$ cat config.mk
export PLATFORM = sky130hd
export DESIGN_NAME = p2qe_ctrl
export DESIGN_NICKNAME = d
export VERILOG_FILES = /design/src/rtl/assert_macros.svh /design/src/rtl/p2qe_pkg.sv /design/src/rtl/p2qe_ctrl.sv
export SDC_FILE = /design/constraint.sdc
export NUM_CORES = 1
export LEC_CHECK = 0
export BUFFER_PORTS_ARGS = -buffer_cell sky130_fd_sc_hd__buf_2
export CORE_UTILIZATION = 25
export CTS_CLUSTER_DIAMETER = 200
export CTS_CLUSTER_SIZE = 24
export DETAILED_ROUTE_END_ITERATION = 6
export SYNTH_ARGS = -nofsm -noshare
export SYNTH_HDL_FRONTEND = slang
export SYNTH_SLANG_ARGS = --single-unit
$ cat constraint.sdc
create_clock -name clk_i -period 3.95 [get_ports clk_i]
set_clock_uncertainty 0.2 [all_clocks]
set_input_delay 0.5925 -clock clk_i [delete_from_list [all_inputs] [get_ports clk_i]]
set_output_delay 0.5925 -clock clk_i [all_outputs]
set_load 0.01 [all_outputs]
$ cat src/rtl/assert_macros.svh
// assertion macros for the rtl files that check their own logic (used by the top level)
// depends on a clock named clk_i and an active-low reset named rst_ni in the using scope
`ifndef ASSERT_MACROS_SVH
`define ASSERT_MACROS_SVH

// same-cycle implication
`define ASSERT_IMPLY(lbl, ante, cons) \
  lbl: assert property (@(posedge clk_i) disable iff (!rst_ni) (ante) |-> (cons)) \
    else $error("same-cycle implication failed");

// next-cycle implication
`define ASSERT_NEXT(lbl, ante, cons) \
  lbl: assert property (@(posedge clk_i) disable iff (!rst_ni) (ante) |=> (cons)) \
    else $error("next-cycle implication failed");

`endif

$ cat src/rtl/p2qe_pkg.sv
// shared types and constants of the streaming quantile estimator
// used by every module of the block, no dependencies
package p2qe_pkg;

  localparam int FIELD_W   = 20;
  localparam int QF_W      = 16;
  localparam logic [QF_W-1:0] QF_RESET = 16'd64881;
  localparam int POS_W     = 32;
  localparam int MUL_A_W   = 64;
  localparam int MUL_B_W   = 33;
  localparam int PP_W      = 65;
  localparam int PROD_W    = 97;
  localparam int DEN_W     = 97;
  localparam int CLAMP_BIT = 40;

  typedef enum logic [3:0] {
    ST_IDLE,
    ST_SORT,
    ST_EVAL,
    ST_MUL_GO,
    ST_MUL_WAIT,
    ST_NUM,
    ST_LIN,
    ST_DIV_GO,
    ST_DIV_WAIT,
    ST_CHECK,
    ST_DONE
  } state_e;

  typedef enum logic [2:0] {
    MOP_FA_GLO,
    MOP_A_DH,
    MOP_FB_GHI,
    MOP_B_DH,
    MOP_GHI_GLO,
    MOP_DEN
  } mop_e;

  typedef struct packed {
    logic       warm;
    logic       update;
    logic       sort_en;
    logic       sort_odd;
    logic       mul_start;
    mop_e       mop;
    logic       num_par;
    logic       num_lin;
    logic       div_start;
    logic       write;
    logic [2:0] idx;
    logic       out_load;
  } cmd_t;

  typedef struct packed {
    logic seen_full;
    logic last_warm;
    logic move;
    logic gaps_nz;
    logic mul_done;
    logic div_done;
    logic yp_ok;
    logic den_nz;
  } sts_t;

endpackage

$ cat src/rtl/p2qe_ctrl.sv
// controller: sequences warm-up, sort, cell update and the three marker adjustments
// depends on p2qe_pkg for state, operation, command and status types
module p2qe_ctrl (
  input  logic            clk_i,
  input  logic            rst_ni,
  input  logic            in_valid_i,
  input  logic            out_free_i,
  input  p2qe_pkg::sts_t  sts_i,
  output p2qe_pkg::cmd_t  cmd_o,
  output logic            in_ready_o
);

  p2qe_pkg::state_e state_q, state_d;
  p2qe_pkg::mop_e   mop_q, mop_d;
  logic [2:0]       idx_q, idx_d;
  logic [2:0]       cnt_q, cnt_d;
  logic             lin_q, lin_d;
  logic             next_marker;

  always_ff @(posedge clk_i or negedge rst_ni) begin
    if (!rst_ni) begin
      state_q <= p2qe_pkg::ST_IDLE;
      mop_q   <= p2qe_pkg::MOP_FA_GLO;
      idx_q   <= 3'd1;
      cnt_q   <= '0;
      lin_q   <= 1'b0;
    end else begin
      state_q <= state_d;
      mop_q   <= mop_d;
      idx_q   <= idx_d;
      cnt_q   <= cnt_d;
      lin_q   <= lin_d;
    end
  end

  always_comb begin
    state_d     = state_q;
    mop_d       = mop_q;
    idx_d       = idx_q;
    cnt_d       = cnt_q;
    lin_d       = lin_q;
    next_marker = 1'b0;
    in_ready_o  = 1'b0;
    cmd_o       = '0;
    cmd_o.mop      = mop_q;
    cmd_o.idx      = idx_q;
    cmd_o.sort_odd = cnt_q[0];

    case (state_q)
      p2qe_pkg::ST_IDLE: begin
        in_ready_o = 1'b1;
        if (in_valid_i) begin
          if (sts_i.seen_full) begin
            cmd_o.update = 1'b1;
            idx_d        = 3'd1;
            state_d      = p2qe_pkg::ST_EVAL;
          end else begin
            cmd_o.warm = 1'b1;
            cnt_d      = '0;
            state_d    = sts_i.last_warm ? p2qe_pkg::ST_SORT : p2qe_pkg::ST_DONE;
          end
        end
      end
      p2qe_pkg::ST_SORT: begin
        cmd_o.sort_en = 1'b1;
        cnt_d         = cnt_q + 3'd1;
        if (cnt_q == 3'd4) begin
          state_d = p2qe_pkg::ST_DONE;
        end
      end
      p2qe_pkg::ST_EVAL: begin
        if (!sts_i.move) begin
          next_marker = 1'b1;
        end else if (sts_i.gaps_nz) begin
          mop_d   = p2qe_pkg::MOP_FA_GLO;
          lin_d   = 1'b0;
          state_d = p2qe_pkg::ST_MUL_GO;
        end else begin
          state_d = p2qe_pkg::ST_LIN;
        end
      end
      p2qe_pkg::ST_MUL_GO: begin
        cmd_o.mul_start = 1'b1;
        state_d         = p2qe_pkg::ST_MUL_WAIT;
      end
      p2qe_pkg::ST_MUL_WAIT: begin
        if (sts_i.mul_done) begin
          state_d = p2qe_pkg::ST_MUL_GO;
          case (mop_q)
            p2qe_pkg::MOP_FA_GLO:  mop_d = p2qe_pkg::MOP_A_DH;
            p2qe_pkg::MOP_A_DH:    mop_d = p2qe_pkg::MOP_FB_GHI;
            p2qe_pkg::MOP_FB_GHI:  mop_d = p2qe_pkg::MOP_B_DH;
            p2qe_pkg::MOP_B_DH:    mop_d = p2qe_pkg::MOP_GHI_GLO;
            p2qe_pkg::MOP_GHI_GLO: mop_d = p2qe_pkg::MOP_DEN;
            default:               state_d = p2qe_pkg::ST_NUM;
          endcase
        end
      end
      p2qe_pkg::ST_NUM: begin
        cmd_o.num_par = 1'b1;
        state_d       = p2qe_pkg::ST_DIV_GO;
      end
      p2qe_pkg::ST_LIN: begin
        cmd_o.num_lin = 1'b1;
        lin_d         = 1'b1;
        state_d       = p2qe_pkg::ST_DIV_GO;
      end
      p2qe_pkg::ST_DIV_GO: begin
        cmd_o.div_start = 1'b1;
        state_d         = p2qe_pkg::ST_DIV_WAIT;
      end
      p2qe_pkg::ST_DIV_WAIT: begin
        if (sts_i.div_done) begin
          state_d = p2qe_pkg::ST_CHECK;
        end
      end
      p2qe_pkg::ST_CHECK: begin
        if (lin_q || sts_i.yp_ok) begin
          cmd_o.write = 1'b1;
          next_marker = 1'b1;
        end else begin
          state_d = p2qe_pkg::ST_LIN;
        end
      end
      p2qe_pkg::ST_DONE: begin
        if (out_free_i) begin
          cmd_o.out_load = 1'b1;
          state_d        = p2qe_pkg::ST_IDLE;
        end
      end
      default: state_d = p2qe_pkg::ST_IDLE;
    endcase

    if (next_marker) begin
      if (idx_q == 3'd3) begin
        state_d = p2qe_pkg::ST_DONE;
      end else begin
        idx_d   = idx_q + 3'd1;
        state_d = p2qe_pkg::ST_EVAL;
      end
    end
  end

endmodule
* Word-level counts from Yosys, hierarchy flattened
Index checks and enable logic that the tools add are counted.
W data, S select, Z words.
** Word-level totals
- Input port bits :: 12
- Memories kept :: 0
- ROM bits :: 0
- Memory bits (writable) :: 0
- Bits in latches :: 0
- Register bits :: 14
** Operators by class
- Mux-type cells :: 46
- Multiply operators :: 0
- Shift operators :: 0
- $lt $le $gt $ge :: 0
- Reductions and logical operators :: 12
- Equality and inequality tests :: 29
- Bitwise gates (word level) :: 0
- Divide/modulo/power cells :: 0
- Add/subtract/negate cells :: 2
** Operators with widths (count)
- $mux W4 :: 11
- $pmux W4 S10 :: 1
- $mux W3 :: 12
- $ne A3 B3 Y1 const B :: 7
- $eq A4 B3 Y1 const B :: 4
- $mux W1 :: 15
- $pmux W3 S5 :: 1
- $eq A4 B4 Y1 const B :: 3
- $pmux W3 S2 :: 2
- $ne A2 B2 Y1 const B :: 5
- $eq A3 B2 Y1 const B :: 3
- $eq A4 B2 Y1 const B :: 2
- $reduce_and A7 Y1 :: 1
- $add A3 B1 Y3 const B :: 2
- $eq A3 B3 Y1 const B :: 2
- $ne A6 B6 Y1 const B :: 1
- $reduce_and A3 Y1 :: 2
- $reduce_bool A2 Y1 :: 3
- $reduce_and A5 Y1 :: 1
- $reduce_or A5 Y1 :: 1
- $eq A4 B1 Y1 const B :: 1
- $logic_not A4 Y1 :: 1
- $mux W2 :: 2
- $pmux W1 S2 :: 2
- other kinds (4) :: 4

* Longest topological paths before layout
- Depth after elaboration :: 6
- Depth in mapped cells :: 7
- Mapped depth without buffers :: 6

* Worst setup path before layout
OpenSTA, ideal clock, no wires.
- Path kind :: register -> output
- Start :: reg state_q[3]
- End :: out cmd_o[14] (netlist name)
- Buffers on the path :: 1
- Slack :: 1.819 ns
- Cell stages (with the launch flop) :: 5
- Data arrival time :: 1.338 ns
- Data required time :: 3.157 ns
- Path through :: dfrtp_1 > buf_2 > nor4_2 > nand3_1 > inv_1
** RTL lines
- start, declared :: RTL line p2qe_ctrl.sv:13 : p2qe_pkg::state_e state_q, state_d;
- start signal, assigned :: RTL line p2qe_ctrl.sv:22 : state_q <= p2qe_pkg::ST_IDLE;
- start signal, assigned :: RTL line p2qe_ctrl.sv:28 : state_q <= state_d;
- end, declared :: RTL line p2qe_ctrl.sv:9 : output p2qe_pkg::cmd_t cmd_o,

==> reports/metrics.cfg <==
[sta]
min_period_over_period_pct = 62.9
tightest_slew_ns = 0.571
hold_viol_final = 0
final_max_slew_viol_count = 0
setup_ws_ns = 1.47
fmax_mhz = 402
max_slew_margin_pct = 61.9
finalSetupViolCount = 0
layout_min_cycle_time_ns = 2.48
worst_hold_slack_ns = 0.0219
rsz0062_at_grt = no
tns_ns = 0

[worst_setup_path]
arrival_ns = 1.69
required_ns = 3.16
critPathCaptureType = output pin
path_max_fanout = 16
crit_chain = nor4_2, nand3_1, inv_1, buf_2
critical_path_class = register to output pin
cp_slowest_stage_delay_ns = 0.58
critical_path.top_delay_family = simple AND/OR/NAND/NOR gates
worst_setup_path_start_kind = register
crit_buf_inv = 2
cpMaxStageDelayCell = dfrtp_1

[cells_and_area]
fin_nets = 161
seqCellArea_um2 = 352
diodes = 0
layoutNonFillerInstCount = 195
area_growth_pct = 19.6
fill_cells = 434
multi_input_area_um2 = 642
design_area_um2 = 1280
final_util_pct = 31.5
drive_above_1_share_pct = 29.7

[cts]
clk_latency_ns = 0.26
ctsLongestPathBuffers = 2
cts_sinks = 14
hold_buffers = 0
cts_resized = 0
numCtsBuffers = 3
ctsRootBufferMaster = clkbuf_8
htree_num_levels = 1
cts_tree = built
cts_setup_buffers = 0
cts.reportedPaths.clkPinSlew_ns = 0.06

[synth]
ys_warn_count = 0
synthFlopType = dfrtp_1
syn_area_per_cell_um2 = 8.84
ys_seq_area_share_pct = 32.9
synthTopCellsByCount = 13 x dfrtp_1, 13 x nand2_1, 11 x nor2_1
syn_inst = 121
ys_seq_elements = 14
synth_area_um2 = 1070
synthArstFlopShare_pct = 100
synth.area.top_cells = dfrtp_1 30%, nand2_1 4.6%, nor2_1 3.9%
synth_edf_count = 0
yosysUniqueCellTypes = 48
synth_top_cell_by_area = dfrtp_1
syn_nets = 136
synth_top_area_share_pct = 30.4

[place]
dp_hpwl_um = 1860
port_buffers = 27
placed_area_um2 = 1220
dp.cells = 191
gp_congestion = 0.746
pre_cts_slack_ns = 1.74

[global_routing]
grt_pass1_vias = 836
gr-total-overflow = 0
grt_use_total_pct = 11.6
grt_pass1_wl_um = 3910
grt_max_degree = 19
antenna_found_initial = 0

[floorplan]
die_w_um = 67.4
rows = 23
coreArea_um2 = 4060
io_pins = 29
start_util_pct = 26.4
die_area_um2 = 4540
die_h_um = 67.4

[pwr]
total_power_mw = 0.823
power_per_cell_area_nw_per_um2 = 643
p_leak_nw = 0.653
ir_worst_vdd_mv = 0.139

[detailed_routing]
finalWirelength_um = 2520
avgViaCountPerCell = 5.04
firstDrtPassIters = 4
dr.first_iter.drc_count = 82
vias = 982
drtAntennaViolNets = 0
routedWlPerCell_um = 12.9
drc = 0

[hold_path]
hold_path_class = input port to async pin

[flow_run]
max_cap_viol_count = 0

[run_status]
run_status = finished, final reports clean

==> placed cells by master, fill, tap and decap left out, types with 2 or more instances in the layout <==
cell / count
nor2_1: 11
ha_1: 3
o211a_1: 2
nor2b_1: 2
nor3_1: 3
and3_1: 2
a211oi_1: 3
a21oi_1: 4
dfrtp_1: 13
buf_2: 27
o21ai_0: 5
nand2b_1: 2
clkbuf_8: 4
mux2i_1: 4
nand3_1: 5
inv_1: 9
o211ai_1: 2
nor3b_1: 2
nand2_1: 13
==> per-layer routing <==
metal	wire length (µm)	vias up	track usage (%)	share of wire (%)
li1	-	488	-	-
met3	100	5	2.03	4.0
met4	54	0	6.38	2.1
met5	0	-	0	0
met1	1240	465	15.8	49
met2	1120	24	17.0	44
==> power by group <==
group	internal [mW]	switching (mW)
Sequential	0.197	0.105
Clock	0.0886	0.0594
Combinational	0.184	0.189
==> registers in the layout (all words and copies together) (netlist names) <==
signal	cells
cnt_q	3
lin_q	1
state_q	4
idx_q	3
mop_q	3
==> final cells by class <==
cell class	instances	share of cell area (%)
inverter	9	2.64
multi-input combinational	91	50.1
tap	50	4.89
timing repair buffer	27	10.6
sequential	14	27.5
clock buffer	4	4.30
==> final timing paths <==
kind | startpoint | end | slack (ns) | cells after the start
worst max-delay path | state_q[3] | cmd_o[14] | 1.47 | 4
worst min-delay path | rst_ni | mop_q[0] | 0.02 | 1
worst max register to register | state_q[2] | state_q[3] | 1.78 | 4
worst min register to register | lin_q | lin_q | 0.27 | 1
max in group asynchronous | rst_ni | idx_q[0] | 3.23 | 1
min in group clk_i | lin_q | lin_q | 0.27 | 1
==> cells by family (layout without fill, tap and decap cells) <==
family                   Yosys count  in the layout  synth area share (%)
AO/OA/AOI/OAI                     29             29                  20.9
adder cells (fa/ha/maj)            3              3                  3.51
buffers and inverters             16             40                  7.13
multiplexers                       5              5                  4.80
AND/OR/NAND/NOR                   53             53                  29.9
flip-flops                        14             14                  32.9
XOR/XNOR                           1              1                 0.819
(Power assumes the default switching activity.)
